==> config.mk <==
export PLATFORM = sky130hd
export DESIGN_NAME = lort_cell
export DESIGN_NICKNAME = d
export VERILOG_FILES = /design/src/hdl/lort_pkg.sv /design/src/hdl/lort_cell.sv
export SDC_FILE = /design/constraint.sdc
export NUM_CORES = 1
export LEC_CHECK = 0
export ABC_AREA = 1
export BUFFER_PORTS_ARGS = -buffer_cell sky130_fd_sc_hd__buf_4
export CAP_MARGIN = 20
export CORE_MARGIN = 1.5
export CORE_UTILIZATION = 54
export CTS_CLUSTER_SIZE = 14
export DETAILED_ROUTE_END_ITERATION = 10
export PLACE_DENSITY = 0.86
export SLEW_MARGIN = 40
export SYNTH_ARGS = -nofsm -noshare
export SYNTH_HDL_FRONTEND = slang
export SYNTH_SLANG_ARGS = --single-unit
==> constraint.sdc <==
create_clock -name clk_i -period 5.9 [get_ports clk_i]
set_input_delay 1.18 -clock clk_i [delete_from_list [all_inputs] [get_ports clk_i]]
set_output_delay 1.18 -clock clk_i [all_outputs]
set_load 0.1 [all_outputs]
==> src/hdl/lort_pkg.sv <==
`timescale 1ns / 1ps
// ----------------------------------------------------------------------------
// Line offset remap table: shared definitions
// Sizes, the action codes and the request record that travels down the chain
// of table cells.
// ----------------------------------------------------------------------------
package lort_pkg;

  localparam int unsigned MAX_ENTRIES = 64;
  localparam int unsigned LINE_BITS   = 24;
  localparam int unsigned IDX_W       = $clog2(MAX_ENTRIES);
  localparam int unsigned CNT_W       = $clog2(MAX_ENTRIES + 1);
  localparam int unsigned BL_W        = LINE_BITS + 1;
  localparam int unsigned OFF_W       = LINE_BITS + 2;

  typedef enum logic [1:0] {
    ACT_CLEAR  = 2'd0,
    ACT_ADD    = 2'd1,
    ACT_LOOKUP = 2'd2,
    ACT_NONE   = 2'd3
  } action_e;

  // One request as it moves from cell to cell.
  typedef struct packed {
    logic                    vld;
    action_e                 act;
    logic                    full;
    logic [CNT_W-1:0]        cnt;
    logic [IDX_W-1:0]        widx;
    logic [BL_W-1:0]         line_a;
    logic signed [OFF_W-1:0] off_a;
    logic [BL_W-1:0]         line_b;
    logic signed [OFF_W-1:0] off_b;
    logic [LINE_BITS-1:0]    query;
    logic signed [OFF_W-1:0] off;
    logic                    done;
  } tok_t;

endpackage

==> src/hdl/lort_cell.sv <==
`timescale 1ns / 1ps
// ----------------------------------------------------------------------------
// Line offset remap table: table cell
// Holds one breakpoint, takes writes for its slot and refines lookups that
// pass through it, then hands the request to the next cell.
// ----------------------------------------------------------------------------
module lort_cell (
  input  logic                       clk_i,
  input  logic                       rst_ni,
  input  logic                       en_i,
  input  logic [lort_pkg::IDX_W-1:0] idx_i,
  input  lort_pkg::tok_t             tok_i,
  output lort_pkg::tok_t             tok_o
);

  logic [lort_pkg::BL_W-1:0]         line_q;
  logic signed [lort_pkg::OFF_W-1:0] off_q;
  lort_pkg::tok_t                    tok_q;
  lort_pkg::tok_t                    tok_d;
  logic                              add_ok;
  logic                              wr_a;
  logic                              wr_b;
  logic                              in_use;
  logic                              hit;
  logic                              past;

  assign add_ok = tok_i.vld && (tok_i.act == lort_pkg::ACT_ADD) && !tok_i.full;
  assign wr_a   = add_ok && (tok_i.widx == idx_i);
  assign wr_b   = add_ok && ((tok_i.widx + lort_pkg::IDX_W'(1)) == idx_i);

  // Slots at or beyond the fill count hold stale data and are skipped.
  assign in_use = lort_pkg::CNT_W'(idx_i) < tok_i.cnt;
  assign hit    = (tok_i.act == lort_pkg::ACT_LOOKUP) && !tok_i.done && in_use;
  assign past   = line_q > {1'b0, tok_i.query};

  always_comb begin
    tok_d = tok_i;
    if (hit) begin
      if (past) begin
        tok_d.done = 1'b1;
      end else begin
        tok_d.off = off_q;
      end
    end
  end

  always_ff @(posedge clk_i) begin
    if (en_i && wr_a) begin
      line_q <= tok_i.line_a;
      off_q  <= tok_i.off_a;
    end else if (en_i && wr_b) begin
      line_q <= tok_i.line_b;
      off_q  <= tok_i.off_b;
    end
  end

  always_ff @(posedge clk_i or negedge rst_ni) begin
    if (!rst_ni) begin
      tok_q <= '0;
    end else if (en_i) begin
      tok_q <= tok_d;
    end
  end

  assign tok_o = tok_q;

endmodule

==> run_results.csv <==
group,metric,value,unit
sta,tns,0,ns
cells_and_area,post-route-util,0.747,
synth,synthDistinctLibCells,26,
detailed_routing,routed_wl,29.1,mm
power,total_power,4.54,mW
min_path,hp-class,"register to register",
die,die_w,138,um
cells_and_area,final_cell_mix,"nand2_1, buf_4, dfrtp_1",
global_routing,use_met1,0.382,
detailed_routing,vias,8850,
critical_path,cp_max_fo,26,
detailed_routing,wl_per_cell,17.0,um
sta,hold_viol,0,
cells_and_area,antenna_cells,0,
synth,syn_area,9870,um^2
synth,synthFlopType,"dfrtp_1",
detailed_routing,drt_iter0_drc,553,
clock_network,cts_buffers,24,
clock_network,cts_buffer_depth,3,
sta,setup_violations,0,
clock_network,htree_num_levels,1,
clock_network,worstSkewPairLatency,0.51,ns
place,gp_congestion,0.917,
global_routing,use_met3,0.0568,
global_routing,grt_max_degree,150,
synth,ys_seq_area_frac,0.586,
outcome,status,"finished, final reports clean",
cells_and_area,final_nets,1667,
synth,yosysTopAreaCell,"dfrtp_1",
global_routing,antenna_found_initial,0,
synth,synth_fp_nets,1337,
sta,slew_headroom,0.485,
clock_network,cts.sinks,221,
die,core,18000,um^2
global_routing,grt_pass1_wl,46.4,mm
place,port_buffers,348,
clock_network,clk_pin_slew,0.06,ns
clock_network,cts-root-buf,"clkbuf_16",
global_routing,grt_pass1_vias,8969,
synth,synth_cells,1128,
place,dp_hpwl,20.4,mm
power,peakVddDrop,0.288,mV
sta,rsz0062_at_grt,"false",
sta,min_period,3.11,ns
sta,fin_skew,0.0190,ns
detailed_routing,first_pass_iters,5,
cells_and_area,final_common_cell,"nand2_1",
cells_and_area,syn_to_final_growth,36.0,%
synth,synth_edf_count,51,
sta,slew_violations,0,
cells_and_area,n_fill_cell,1262,
power,power_density,339,nW/um^2
critical_path,crit_required,6.06,ns
sta,worst_pin_slew,0.772,ns
critical_path,criticalPathCategory,"input pin to register",
clock_network,cts_setup_buffers,0,
clock_network,cts_tree,"yes",
detailed_routing,vias_per_cell,5.19,
critical_path,worstSetupStartpointType,"input pin",
detailed_routing,ant_nets,0,
sta,fmax,322,MHz
detailed_routing,drcViolationCount,0,
cells_and_area,fin_cells,1705,
die,fp.dieH,138,um
sta,fin_crit_sh,0.527,
synth,yosysTopAreaCellShare,0.431,
critical_path,cp-end-kind,"register",
flow_run,cap_violations,0,
clock_network,cts_hold_buffers,0,
clock_network,post_cts_resized,0,
critical_path,crit_arrival,3.27,ns
synth,synth.avg_cell_area,8.75,um^2
power,p_leak,7.29,nW
die,ios,349,
synth,synth-async-reset-ratio,0.769,
cells_and_area,layout-drive-gt1-share,0.272,
die,rows,49,
synth,ys_seq_elements,221,
synth,ys_top_cells_by_area,"dfrtp_1, nand2_1, edfxtp_1, o21ai_0, inv_1",
global_routing,overflow,0,
place,dp.cells,1661,
synth,yosys_warnings,0,
die,start_util,0.549,
global_routing,top_usage_layer,"met2",
die,die-area,19100,um^2
global_routing,gr-usage-met2,0.498,
global_routing,grt_usage,0.302,
==> cell families after synthesis <==
logic type | count (synthesis) | share of synthesized area
flops | 221 | 0.586
xor+xnor | 11 | 0.00977
buf+inv | 199 | 0.0796
compound gates | 145 | 0.0741
fa+ha+maj | 30 | 0.0380
simple gates | 522 | 0.212
==> path summary, 6_finish.rpt <==
kind                            start          to  slack [ns]  cells past startpoint
min in group asynchronous      rst_ni   tok_o[90]        0.68                      1
max in group asynchronous      rst_ni   tok_o[52]        3.99                      2
max reg2reg                 line_q[4]    tok_o[3]        3.38                     12
min reg2reg                tok_o[169]  tok_o[169]        0.47                      2
max                        tok_i[153]    off_q[0]        2.79                      7
min                        tok_o[169]  tok_o[169]        0.47                      2
==> final cells by class <==
type,count,area (um^2),share of cell area
tap,229,287,0.0214
inverter,145,552,0.0411
timing repair buffer,358,2710,0.202
clock buffer,35,723,0.0539
multi-input combinational,708,3300,0.246
clock inverter,9,57.6,0.00429
sequential,221,5790,0.431
==> synthesized netlist by cell type (all sizes together), types with 2 or more instances <==
library cell / instances
inv: 144
nor2: 15
o21ai: 132
clkbuf: 33
buf: 21
nor4: 2
edfxtp: 51
a21o: 2
nand3b: 4
nand4: 3
dfrtp: 170
nand2: 435
xnor2: 5
xor2: 6
ha: 30
nand3: 59
a21oi: 11
==> stage by stage <==
| stage | hold slack, ns | instance area, um^2 | setup slack [ns] |
|---|---|---|---|
| after floorplan | 0.543 | 9870 | 2.29 |
| final | 0.470 | 13400 | 2.79 |
| after CTS | 0.475 | 13400 | 2.84 |
| after global placement | 0.456 | 12600 | 2.17 |
| after detailed placement | 0.459 | 12600 | 2.31 |
| after global routing | 0.487 | 13400 | 2.69 |
==> worst max-delay path, cell delays in order <==
cell	delay, ns
buf_4	0.14
ha_1	0.30
xor2_1	0.15
nor4_1	0.30
nand3b_1	0.16
nand2_2	0.54
buf_4	0.47
==> power by group <==
| group | internal, mW | switching [mW] | total (mW) |
|---|---|---|---|
| Sequential | 1.67 | 0.0617 | 1.73 |
| Combinational | 0.287 | 1.05 | 1.34 |
| Clock | 0.854 | 0.622 | 1.48 |
| Total | 2.81 | 1.73 | 4.54 |
==> registers in the layout, summed over array words and instances (netlist names) <==
name    cells
tok_o     170
off_q      26
line_q     25
==> routing by layer <==
metal,vias up,share of wire
met5,-,0
met2,386,0.48
met1,4177,0.39
li1,4183,-
met3,104,0.075
met4,0,0.055
No activity file was read; power rests on OpenSTA's default activity.
