<file path="config.mk">
export PLATFORM = sky130hd
export DESIGN_NAME = lort_out_flat
export DESIGN_NICKNAME = d
export VERILOG_FILES = /design/src/hdl/lort_pkg.sv /design/src/hdl/lort_rsp_if.sv /design/src/hdl/lort_out.sv /design/src/flat_wrapper.sv
export SDC_FILE = /design/constraint.sdc
export NUM_CORES = 1
export LEC_CHECK = 0
export BUFFER_PORTS_ARGS = -buffer_cell sky130_fd_sc_hd__clkbuf_2
export CAP_MARGIN = 20
export CORE_ASPECT_RATIO = 0.5
export CORE_MARGIN = 2
export CORE_UTILIZATION = 35
export CTS_BUF_LIST = sky130_fd_sc_hd__clkbuf_4 sky130_fd_sc_hd__clkbuf_8 sky130_fd_sc_hd__clkbuf_16
export DETAILED_ROUTE_END_ITERATION = 8
export PLACE_DENSITY = 0.85
export SKIP_LAST_GASP = 1
export SYNTH_ARGS = -nofsm -noshare
export SYNTH_HDL_FRONTEND = slang
export SYNTH_SLANG_ARGS = --single-unit
</file>
<file path="constraint.sdc">
create_clock -name clk_i -period 1.81 [get_ports clk_i]
set_input_delay 0.4525 -clock clk_i [delete_from_list [all_inputs] [get_ports clk_i]]
set_output_delay 0.4525 -clock clk_i [all_outputs]
set_load 0.005 [all_outputs]
</file>
<file path="src/hdl/lort_pkg.sv">
`timescale 1ns / 1ps
// ----------------------------------------------------------------------------
// Line offset remap table: shared definitions
// Sizes, the action codes and the request record that travels down the chain
// of table cells.
// ----------------------------------------------------------------------------
package lort_pkg;

  localparam int unsigned MAX_ENTRIES = 64;
  localparam int unsigned LINE_BITS   = 24;
  localparam int unsigned IDX_W       = $clog2(MAX_ENTRIES);
  localparam int unsigned CNT_W       = $clog2(MAX_ENTRIES + 1);
  localparam int unsigned BL_W        = LINE_BITS + 1;
  localparam int unsigned OFF_W       = LINE_BITS + 2;

  typedef enum logic [1:0] {
    ACT_CLEAR  = 2'd0,
    ACT_ADD    = 2'd1,
    ACT_LOOKUP = 2'd2,
    ACT_NONE   = 2'd3
  } action_e;

  // One request as it moves from cell to cell.
  typedef struct packed {
    logic                    vld;
    action_e                 act;
    logic                    full;
    logic [CNT_W-1:0]        cnt;
    logic [IDX_W-1:0]        widx;
    logic [BL_W-1:0]         line_a;
    logic signed [OFF_W-1:0] off_a;
    logic [BL_W-1:0]         line_b;
    logic signed [OFF_W-1:0] off_b;
    logic [LINE_BITS-1:0]    query;
    logic signed [OFF_W-1:0] off;
    logic                    done;
  } tok_t;

endpackage

</file>
<file path="src/hdl/lort_rsp_if.sv">
`timescale 1ns / 1ps
// ----------------------------------------------------------------------------
// Line offset remap table: response channel
// Valid/ready channel that carries the mapped line and the status flag.
// ----------------------------------------------------------------------------
interface lort_rsp_if;
  logic                              valid;
  logic                              ready;
  logic signed [lort_pkg::OFF_W-1:0] mapped_line;
  logic                              status;

  modport source (
    output valid, mapped_line, status,
    input  ready
  );
  modport sink (
    input  valid, mapped_line, status,
    output ready
  );
endinterface

</file>
<file path="src/hdl/lort_out.sv">
`timescale 1ns / 1ps
// ----------------------------------------------------------------------------
// Line offset remap table: output stage
// Adds the selected offset to the query with saturation for lookups and holds
// the response until it is taken. Its free state sets the advance of the chain.
// ----------------------------------------------------------------------------
module lort_out (
  input  logic            clk_i,
  input  logic            rst_ni,
  input  lort_pkg::tok_t  tok_i,
  output logic            adv_o,
  lort_rsp_if.source      rsp_o
);

  logic signed [lort_pkg::OFF_W:0]   sum;
  logic signed [lort_pkg::OFF_W-1:0] sat;
  logic signed [lort_pkg::OFF_W-1:0] mapped_d;
  logic signed [lort_pkg::OFF_W-1:0] mapped_q;
  logic                              status_d;
  logic                              status_q;
  logic                              vld_q;

  assign sum = $signed({3'b000, tok_i.query}) + $signed({tok_i.off[lort_pkg::OFF_W-1], tok_i.off});

  // The two top bits differ exactly when the sum left the output range.
  always_comb begin
    if (sum[lort_pkg::OFF_W] != sum[lort_pkg::OFF_W-1]) begin
      sat = sum[lort_pkg::OFF_W] ? {1'b1, {(lort_pkg::OFF_W-1){1'b0}}}
                                 : {1'b0, {(lort_pkg::OFF_W-1){1'b1}}};
    end else begin
      sat = sum[lort_pkg::OFF_W-1:0];
    end
  end

  assign mapped_d = (tok_i.act == lort_pkg::ACT_LOOKUP) ? sat : '0;
  assign status_d = (tok_i.act == lort_pkg::ACT_ADD) && tok_i.full;
  assign adv_o    = !vld_q || rsp_o.ready;

  always_ff @(posedge clk_i or negedge rst_ni) begin
    if (!rst_ni) begin
      vld_q <= 1'b0;
    end else if (adv_o) begin
      vld_q <= tok_i.vld;
    end
  end

  always_ff @(posedge clk_i) begin
    if (adv_o) begin
      mapped_q <= mapped_d;
      status_q <= status_d;
    end
  end

  assign rsp_o.valid       = vld_q;
  assign rsp_o.mapped_line = mapped_q;
  assign rsp_o.status      = status_q;

endmodule

</file>
<file path="src/flat_wrapper.sv">
// flat-port wrapper written by rule: the top's interface ports become plain ports
module lort_out_flat 
  (clk_i, rst_ni, tok_i, adv_o, rsp_o_valid, rsp_o_mapped_line, rsp_o_status, rsp_o_ready);
  lort_rsp_if rsp_o_i ();
  input  logic clk_i;
  input  logic rst_ni;
  input  lort_pkg::tok_t tok_i;
  output logic adv_o;
  output wire logic [$bits(rsp_o_i.valid)-1:0] rsp_o_valid;
  output wire logic [$bits(rsp_o_i.mapped_line)-1:0] rsp_o_mapped_line;
  output wire logic [$bits(rsp_o_i.status)-1:0] rsp_o_status;
  input wire logic [$bits(rsp_o_i.ready)-1:0] rsp_o_ready;
  assign rsp_o_valid = rsp_o_i.valid;
  assign rsp_o_mapped_line = rsp_o_i.mapped_line;
  assign rsp_o_status = rsp_o_i.status;
  assign rsp_o_i.ready = rsp_o_ready;
  lort_out u_core (.clk_i(clk_i), .rst_ni(rst_ni), .tok_i(tok_i), .adv_o(adv_o), .rsp_o(rsp_o_i));
endmodule
</file>
==> metrics.md, run 1 <==
| Metric | Value |
|---|---|
| Outcome | `finished, violations left` |
| Failing checks | `setup timing` |
| Diode count | `0` |
| Sw Pwr | `0.792 mW` |
| Worst hold start | `tok_i[169]` |
| Worst R2R Path Depth | `2` |
| Sequential Power Share | `0.329` |
| Required time worst endpoint | `1.81 ns` |
| Placed inst area | `3520 um^2` |
| DRT Pass-1 Iters | `4` |
| Main synth FF type | `edfxtp_1` |
| Asr flop ratio synth | `0.0357` |
| WHS Endpoint | `u_core.rsp_o.valid` |
| Final clock skew | `0.00509 ns` |
| Max-slew headroom | `0.729` |
| Register area share after synthesis | `0.349` |
| Post-route cell area | `3910 um^2` |
| Synth area leaders | `edfxtp_1 34%, ha_1 13%, a21oi_1 8.6%` |
| Area share of the largest cell type after synthesis | `0.339` |
| Core Rows | `21` |
| Maximum VDD drop | `400 uV` |
| Post-DRT Antenna Nets | `0` |
| Max Root-Sink Buffers | `2` |
| CP max FO | `5` |
| Total routed wirelength | `8160 um` |
| Vias per inst | `5.30` |
| Core ar. | `6650 um^2` |
| Clock Tree Root | `clkbuf_16` |
| Final Non-Filler Cells | `502` |
| WL per Instance | `16.3 um` |
| Syn Inst Count | `248` |
| Clock tree from TritonCTS | `done` |
| Syn nets | `446` |
| Global-route wire length before repair | `11900 um` |
| Multi-input logic area | `1770 um^2` |
| Initial Util | `0.360` |
| Post-Place Worst Slack | `-1.29 ns` |
| Clock Power Share | `0.220` |
| Largest net degree at the start of global routing | `29` |
| HP Class | `in2reg` |
| Synth Register Bits | `28` |
| DR iter-0 viols | `204` |
| Clk pin slew, worst setup/hold paths | `0.06 ns` |
| Clock sink count | `28` |
| Number of synthesized flops with an enable pin | `27` |
| Final setup viols | `26` |
| Netlist cell types | `52` |
| Ys Warns | `0` |
| Worst Tran Pin Value | `0.403 ns` |
| Synthesis-to-layout area growth | `63.4%` |
| Util after Layout | `0.589` |
| RR Endpoint | `u_core.rsp_o.mapped_line[7]` |
| Initial antenna violation count | `0` |
| Max incr delay on CP | `0.36 ns` |
| Max Cap Violations | `0` |
| Combinational power share | `0.451` |
| Placed Instances | `487` |
| Die width | `121 um` |
| H-tree depth | `1` |
| Overall Global Routing Usage | `0.194` |
| Crit path DAT | `2.80 ns` |
| Share of cells above drive strength 1 | `0.539` |
| DR vias | `2659` |
| Pins Over Slew Limit | `0` |
| Flop-to-flop setup slack | `0.66 ns` |
| Fin Setup TNS | `-24.51 ns` |
| Most common cell after layout, fill and taps aside | `clkbuf_2` |
| Worst r2r src | `u_core.rsp_o.valid` |
| Gp weighted congestion | `0.898` |
| Die area | `7560 um^2` |
| Crit path launch type | `input port` |
| Worst Setup End Kind | `register` |
| Post-route clock period utilization | `1.55` |
| Fillers | `543` |
| CTS Buf Count | `3` |
| Mean Syn Cell Area | `9.66 um^2` |
| Dominant cell type by area after synthesis | `edfxtp_1` |
| Worst hold stages | `2` |
| Most used cell, CP | `a21oi_2` |
| Most frequent cells in the layout | `83 x clkbuf_2, 72 x buf_4, 29 x nand2_1, 27 x edfxtp_1, 24 x a21oi_1` |
| Pwr dens | `635 nW/um^2` |
| DRC Markers | `0` |
| Port bufs | `85` |
| Period minus WS final | `2.80 ns` |
| Final-report hold violation count | `0` |
| DP HPWL | `5540 um` |
| Pint | `1.69 mW` |
| Mapped cell area | `2390 um^2` |
| Grt total ovfl | `0` |
| Critical Path Slowest Stage Cell | `fa_2` |
| Die H | `62.5 um` |
| FF+latch area | `836 um^2` |
| Setup CP Type | `in2reg` |
| Hold Slack | `0.373 ns` |
| Clk_lat worst skew | `0.27 ns` |
| # IOs | `202` |
| CP Cell Sequence | `clkbuf_2 -> ha_4 -> fa_2 -> a211oi_2 -> o21ai_2 -> a22oi_2 -> o31ai_2 -> a21oi_2 -> and4b_4 -> o31ai_4 -> buf_6 -> buf_8 -> a21oi_2` |
| Sw Ratio | `0.319` |
| Nets | `609` |
| P_leak | `1.79 nW` |
| Final Power | `2.48 mW` |
| RSZ-0062 raised after global routing | `true` |
| Final WS setup | `-0.990 ns` |
| Fmax achieved | `357 MHz` |
| Vias in the first global route | `2556` |
[cell usage after synthesis, types with 3 or more instances]
library cell / number
nand3_1: 5
nand2_1: 30
a31oi_1: 4
ha_1: 24
o21bai_1: 3
a21oi_2: 4
o21ai_0: 12
a21o_1: 6
xnor2_1: 12
a211oi_1: 3
nor2_1: 8
xor2_1: 9
edfxtp_1: 27
a21oi_1: 41
nor3_1: 3
nand2b_1: 4
inv_1: 5
clkbuf_1: 4
[state kept, by name (all words and copies together) (netlist names)]
signal,count
u_core.rsp_o.mapped_line,26
u_core.rsp_o.status,1
u_core.rsp_o.valid,1
[power groups by stage]
| stage | combinational, mW | sequential (mW) | clock [mW] |
|---|---|---|---|
| 2_1_floorplan | 0.525 | 0.832 | 0 |
| 6_report | 1.12 | 0.818 | 0.545 |
| 5_1_grt | 1.21 | 0.822 | 0.570 |
| 3_3_place_gp | 0.938 | 0.828 | 0 |
| 3_5_place_dp | 0.957 | 0.831 | 0 |
| 4_1_cts | 1.01 | 0.817 | 0.545 |
[logic make-up after synthesis]
group                    count (synthesis)  share of synthesized area
XOR/XNOR                                21                     0.0768
AND/OR/NAND/NOR                         65                      0.136
adder cells (fa/ha/maj)                 25                      0.134
flip-flops                              28                      0.349
AO/OA/AOI/OAI                           96                      0.276
buffers and inverters                   13                     0.0277
[worst max-delay path, delay by kind of cell]
| kind | cells | cell delay, ns |
|---|---|---|
| AOI/OAI and AO/OA | 7 | 1.18 |
| adders and majority gates | 2 | 0.53 |
| buffers and inverters | 3 | 0.41 |
| and+or+nand+nor | 1 | 0.22 |
[area by class of cell]
cell class,count,area share
clock buffer,4,0.0227
tap,92,0.0294
timing repair buffer,166,0.277
multi-input combinational,207,0.452
inverter,5,0.00480
sequential,28,0.214
[layer usage]
layer | GRT usage | vias up | wire length [um]
li1 | - | 1276 | -
met1 | 0.237 | 1246 | 3290
met2 | 0.343 | 113 | 4140
met3 | 0.0319 | 24 | 492
met4 | 0.0741 | 0 | 245
met5 | 0 | - | 0
[how the worst max path moves through the flow]
stage | cells after the start | endpoint | slack (ns) | start
2_1_floorplan | 11 | u_core.rsp_o.mapped_line[13] | -1.03 | tok_i[1]
3_3_place_gp | 12 | u_core.rsp_o.mapped_line[20] | -1.21 | tok_i[1]
3_5_place_dp | 12 | u_core.rsp_o.mapped_line[4] | -1.29 | tok_i[1]
4_1_cts | 12 | u_core.rsp_o.mapped_line[24] | -0.96 | tok_i[7]
5_1_grt | 12 | u_core.rsp_o.mapped_line[7] | -1.08 | tok_i[10]
6_report | 13 | u_core.rsp_o.mapped_line[7] | -0.99 | tok_i[1]
[what timing repair did]
item | 4_1_cts | 5_1_grt
gates resized for setup | 10 | 39
setup buffers | 5 | 5
endpoints found under the hold margin | 1 | 0
gates cloned | 1 | 2
pin swaps | 5 | 15
hold buffers | 1 | 0
endpoints found under the setup margin | 26 | 26
(Power assumes the default switching activity.)
==> run 2: changes to the inputs <==
--- a/config.mk
+++ b/config.mk
@@ -13,6 +13,8 @@
 export CTS_BUF_LIST = sky130_fd_sc_hd__clkbuf_4 sky130_fd_sc_hd__clkbuf_8 sky130_fd_sc_hd__clkbuf_16
 export DETAILED_ROUTE_END_ITERATION = 8
 export PLACE_DENSITY = 0.85
+export RECOVER_POWER = 25
+export SETUP_SLACK_MARGIN = 0.5
 export SKIP_LAST_GASP = 1
 export SYNTH_ARGS = -nofsm -noshare
 export SYNTH_HDL_FRONTEND = slang
==> run 2 against run 1 <==
Effect of this change: the flow still finishes with violations (setup timing); hold slack better by 0.00093 ns; fmax decreased by 0.15%; flip-flop and latch count unchanged; non-clock buffer count unchanged; total power down 0.11%; die area is the same; setup slack got worse by 0.0042 ns; first-iteration DRC count fell by 50%; largest power group unchanged; critical endpoint is now u_core.rsp_o.mapped_line[5].
==> metrics.md, run 2 (same netlist as run 1, synthesis figures left out) <==
| Metric | Value |
|---|---|
| Post-Place Worst Slack | `-1.38 ns` |
| DR iter-0 viols | `102` |
| Failing checks | `setup timing` |
| Overall Global Routing Usage | `0.188` |
| WL per Instance | `15.3 um` |
| Nets | `609` |
| Placed Instances | `482` |
| Most frequent cells in the layout | `76 x clkbuf_2, 73 x buf_4, 30 x nand2_1, 27 x edfxtp_1, 24 x a21oi_2` |
| Clk_lat worst skew | `0.27 ns` |
| Final-report hold violation count | `0` |
| Max Cap Violations | `0` |
| Initial antenna violation count | `0` |
| Most common cell after layout, fill and taps aside | `clkbuf_2` |
| Pins Over Slew Limit | `0` |
| Synthesis-to-layout area growth | `61.8%` |
| Core Rows | `21` |
| Port bufs | `85` |
| Pwr dens | `641 nW/um^2` |
| Worst Setup End Kind | `register` |
| Post-route cell area | `3870 um^2` |
| Max reg flops | `26` |
| DR vias | `2619` |
| Crit path launch type | `input port` |
| CTS Buf Count | `3` |
| CP Cell Sequence | `buf_6 -> ha_4 -> fa_2 -> a211oi_4 -> o21ai_2 -> a22oi_2 -> o31ai_4 -> a21oi_2 -> and4b_4 -> o31ai_4 -> buf_6 -> buf_6 -> a21oi_1` |
| Fmax achieved | `357 MHz` |
| DRC Markers | `0` |
| Vias in the first global route | `2482` |
| Clock Tree Root | `clkbuf_16` |
| Die area | `7560 um^2` |
| Vias per inst | `5.22` |
| Initial Util | `0.360` |
| Max incr delay on CP | `0.37 ns` |
| Global-route wire length before repair | `11600 um` |
| Die H | `62.5 um` |
| Flop-to-flop setup slack | `0.29 ns` |
| Final WS setup | `-0.994 ns` |
| RSZ-0062 raised after global routing | `true` |
| Max-slew headroom | `0.515` |
| Clock tree from TritonCTS | `done` |
| Placed inst area | `3470 um^2` |
| CP max FO | `7` |
| Required time worst endpoint | `1.83 ns` |
| DRT Pass-1 Iters | `4` |
| Setup CP Type | `in2reg` |
| Clock sink count | `28` |
| Worst Tran Pin Value | `0.728 ns` |
| HP Class | `in2reg` |
| Max Root-Sink Buffers | `2` |
| Period minus WS final | `2.80 ns` |
| Diode count | `0` |
| Largest net degree at the start of global routing | `29` |
| Share of cells above drive strength 1 | `0.527` |
| Final clock skew | `0.00291 ns` |
| Outcome | `finished, violations left` |
| Util after Layout | `0.583` |
| Crit path DAT | `2.82 ns` |
| Clk pin slew, worst setup/hold paths | `0.07 ns` |
| Fin Setup TNS | `-24.98 ns` |
| Critical Path Slowest Stage Cell | `fa_2` |
| Final setup viols | `26` |
| P_leak | `1.77 nW` |
| Core ar. | `6650 um^2` |
| Post-DRT Antenna Nets | `0` |
| # IOs | `202` |
| DP HPWL | `5520 um` |
| H-tree depth | `1` |
| Post-route clock period utilization | `1.55` |
| Grt total ovfl | `0` |
| Final Non-Filler Cells | `502` |
| Total routed wirelength | `7680 um` |
| Die width | `121 um` |
| Most used cell, CP | `buf_6` |
| Maximum VDD drop | `296 uV` |
| Gp weighted congestion | `0.878` |
==> run 2: repair_timing <==
action	CTS	global route
pin swaps	9	9
hold buffers	1	0
buffers inserted	7	6
cloned	2	0
endpoints found under the setup margin	27	27
resized for setup	21	24
hold endpoints to repair	1	0
==> run 2: stage by stage <==
stage          hold WS (ns)  power [mW]
2_1_floorplan         0.157        1.36
3_3_place_gp          0.227        1.75
3_5_place_dp          0.230        1.77
4_1_cts               0.372        2.39
5_1_grt               0.373        2.60
6_report              0.373        2.48
==> run 2: worst paths after layout <==
kind | from | end | cells past startpoint
hold reg to reg | u_core.rsp_o.valid | u_core.rsp_o.valid | 4
setup reg to reg | u_core.rsp_o.valid | u_core.rsp_o.mapped_line[3] | 3
min in group asynchronous | rst_ni | u_core.rsp_o.valid | 2
max in group asynchronous | rst_ni | u_core.rsp_o.valid | 2
setup / recovery | tok_i[1] | u_core.rsp_o.mapped_line[5] | 13
hold / removal | tok_i[169] | u_core.rsp_o.valid | 2
==> run 2: where the power goes <==
part,internal (mW),switching [mW],leakage (nW)
registers,0.792,0.0248,0.301
logic,0.550,0.553,1.43
clock network,0.339,0.223,0.0442
total,1.68,0.800,1.77
==> run 2: critical path, delay by kind of cell <==
kind                       cells  cell delay (ns)
adders and majority gates      2             0.52
AOI/OAI and AO/OA              7             1.23
buffers and inverters          3             0.39
and+or+nand+nor                1             0.24
==> run 2: area by class of cell <==
type / count / area (um^2)
Clock buffer: 4 / 88.8
Fill cell: 552 / 2770
Inverter: 5 / 18.8
Multi-Input combinational cell: 207 / 1750
Sequential cell: 28 / 836
Tap cell: 92 / 115
Timing Repair Buffer: 166 / 1070
==> run 2: routing by layer <==
layer  share of wire  wire [um]  up-vias  global-route usage
li1                -          -     1271                   -
met4           0.015        114        0              0.0523
met5               0          0        -                   0
met1            0.42       3250     1263               0.231
met3           0.044        339       12              0.0246
met2            0.52       3970       73               0.346
==> run 3: changes to the inputs <==
--- a/config.mk
+++ b/config.mk
@@ -14,8 +14,9 @@
 export DETAILED_ROUTE_END_ITERATION = 8
 export PLACE_DENSITY = 0.85
 export RECOVER_POWER = 25
-export SETUP_SLACK_MARGIN = 0.5
+export SETUP_SLACK_MARGIN = 0.02
 export SKIP_LAST_GASP = 1
+export SLEW_MARGIN = 20
 export SYNTH_ARGS = -nofsm -noshare
 export SYNTH_HDL_FRONTEND = slang
 export SYNTH_SLANG_ARGS = --single-unit
==> run 3 against run 2 <==
Effect of this change: the run still ends with setup timing left; total power rose by 0.14%; hold slack worse by 0.00057 ns; combinational power hardly changed; die area stayed put; fmax about the same; design area grew 0.81%; critical path depth is the same; non-clock buffer count unchanged; register-to-register slack better by 0.11 ns; clock power shrank 2%; first-iteration DRC count grew 74%.
==> metrics.md, run 3 (same netlist as run 1, synthesis figures left out) <==
| Metric | Value |
|---|---|
| Outcome | `finished, violations left` |
| Failing checks | `setup timing` |
| Maximum VDD drop | `401 uV` |
| RSZ-0062 raised after global routing | `true` |
| FF+latch area | `836 um^2` |
| Synthesis-to-layout area growth | `63.1%` |
| DR iter-0 viols | `177` |
| Vias in the first global route | `2556` |
| Max-slew headroom | `0.522` |
| Most common cell after layout, fill and taps aside | `clkbuf_2` |
| Die area | `7560 um^2` |
| Gp weighted congestion | `0.898` |
| Clock tree from TritonCTS | `done` |
| Vias per inst | `5.30` |
| Initial antenna violation count | `0` |
| Multi-input logic area | `1770 um^2` |
| Fillers | `545` |
| Final WS setup | `-0.992 ns` |
| CTS Buf Count | `3` |
| Post-DRT Antenna Nets | `0` |
| Final Power | `2.48 mW` |
| Die width | `121 um` |
| Util after Layout | `0.587` |
| DR vias | `2661` |
| Overall Global Routing Usage | `0.194` |
| Worst Setup End Kind | `register` |
| Clk_lat worst skew | `0.27 ns` |
| Nets | `609` |
| WL per Instance | `16.3 um` |
| Clock Tree Root | `clkbuf_16` |
| Period minus WS final | `2.80 ns` |
| Grt total ovfl | `0` |
| CP max FO | `5` |
| Die H | `62.5 um` |
| Pins Over Slew Limit | `0` |
| Worst Tran Pin Value | `0.718 ns` |
| Max Cap Violations | `0` |
| Hold Slack | `0.373 ns` |
| Final clock skew | `0.00607 ns` |
| Fin Setup TNS | `-24.54 ns` |
| Final-report hold violation count | `0` |
| Max Root-Sink Buffers | `2` |
| Final setup viols | `26` |
| Crit path launch type | `input port` |
| Core Rows | `21` |
| Clock sink count | `28` |
| # IOs | `202` |
| Post-route cell area | `3910 um^2` |
| Crit path DAT | `2.80 ns` |
| Core ar. | `6650 um^2` |
| P_leak | `1.78 nW` |
| Fmax achieved | `357 MHz` |
| DRC Markers | `0` |
| Most frequent cells in the layout | `79 x clkbuf_2, 71 x buf_4, 29 x nand2_1, 27 x edfxtp_1, 24 x a21oi_1` |
| Total routed wirelength | `8200 um` |
| HP Class | `in2reg` |
| DRT Pass-1 Iters | `4` |
| Pwr dens | `636 nW/um^2` |
| DP HPWL | `5540 um` |
| H-tree depth | `1` |
| Largest net degree at the start of global routing | `29` |
| Placed inst area | `3520 um^2` |
| Required time worst endpoint | `1.81 ns` |
| Diode count | `0` |
| Clk pin slew, worst setup/hold paths | `0.06 ns` |
| Post-route clock period utilization | `1.55` |
| Share of cells above drive strength 1 | `0.527` |
| Max reg flops | `26` |
| Setup CP Type | `in2reg` |
| Port bufs | `85` |
| Global-route wire length before repair | `11900 um` |
| Initial Util | `0.360` |
-- run 3: cell types whose count changed in the layout (fill, tap and decap cells not counted), moves of 3 or more --
cell	change
clkbuf_2	+3
a21oi_1	+3
ha_4	+3
a21oi_2	-4
-- run 3: cell type report --
cell class	count	area share
multi-input combinational	207	0.453
clock buffer	4	0.0227
inverter	5	0.00481
tap	92	0.0295
timing repair buffer	166	0.276
sequential	28	0.214
-- run 3: report_power, final --
part / switching, mW / leakage, nW / internal, mW
registers: 0.0259 / 0.301 / 0.792
logic: 0.561 / 1.43 / 0.557
clock network: 0.209 / 0.0442 / 0.339
-- run 3: stage by stage --
stage / cells / setup slack, ns
floorplan: 248 / -1.03
global placement: 487 / -1.21
detailed placement: 487 / -1.29
CTS: 498 / -0.963
global route: 502 / -1.08
finish: 502 / -0.992
-- run 3: layer usage --
| layer | track usage | share of wire | vias up | routed length, um |
|---|---|---|---|---|
| li1 | - | - | 1274 | - |
| met1 | 0.237 | 0.41 | 1255 | 3350 |
| met2 | 0.343 | 0.50 | 104 | 4130 |
| met3 | 0.0319 | 0.056 | 28 | 461 |
| met4 | 0.0741 | 0.032 | 0 | 260 |
| met5 | 0 | 0 | - | 0 |
-- run 3: final timing paths --
kind	from	to	slack, ns	depth (start not counted)
setup reg to reg	u_core.rsp_o.valid	u_core.rsp_o.mapped_line[4]	0.40	2
hold reg to reg	u_core.rsp_o.valid	u_core.rsp_o.valid	1.08	3
max in group asynchronous	rst_ni	u_core.rsp_o.valid	1.23	2
hold / removal	tok_i[169]	u_core.rsp_o.valid	0.37	2
setup / recovery	tok_i[1]	u_core.rsp_o.mapped_line[7]	-0.99	13
min in group asynchronous	rst_ni	u_core.rsp_o.valid	0.50	2
-- run 3: critical path, stage by stage --
cell	delay, ns
clkbuf_2	0.11
ha_4	0.17
fa_2	0.36
a211oi_2	0.24
o21ai_2	0.12
a22oi_2	0.19
o31ai_2	0.10
a21oi_2	0.14
and4b_4	0.22
o31ai_4	0.32
buf_6	0.18
buf_8	0.13
a21oi_2	0.07
-- run 3: what timing repair did --
action | in CTS | in global routing
buffers inserted | 5 | 5
endpoints found under the setup margin | 26 | 26
resized for setup | 10 | 39
hold buffers | 1 | 0
pin swaps | 5 | 15
cloned | 1 | 2
hold endpoints to repair | 1 | 0
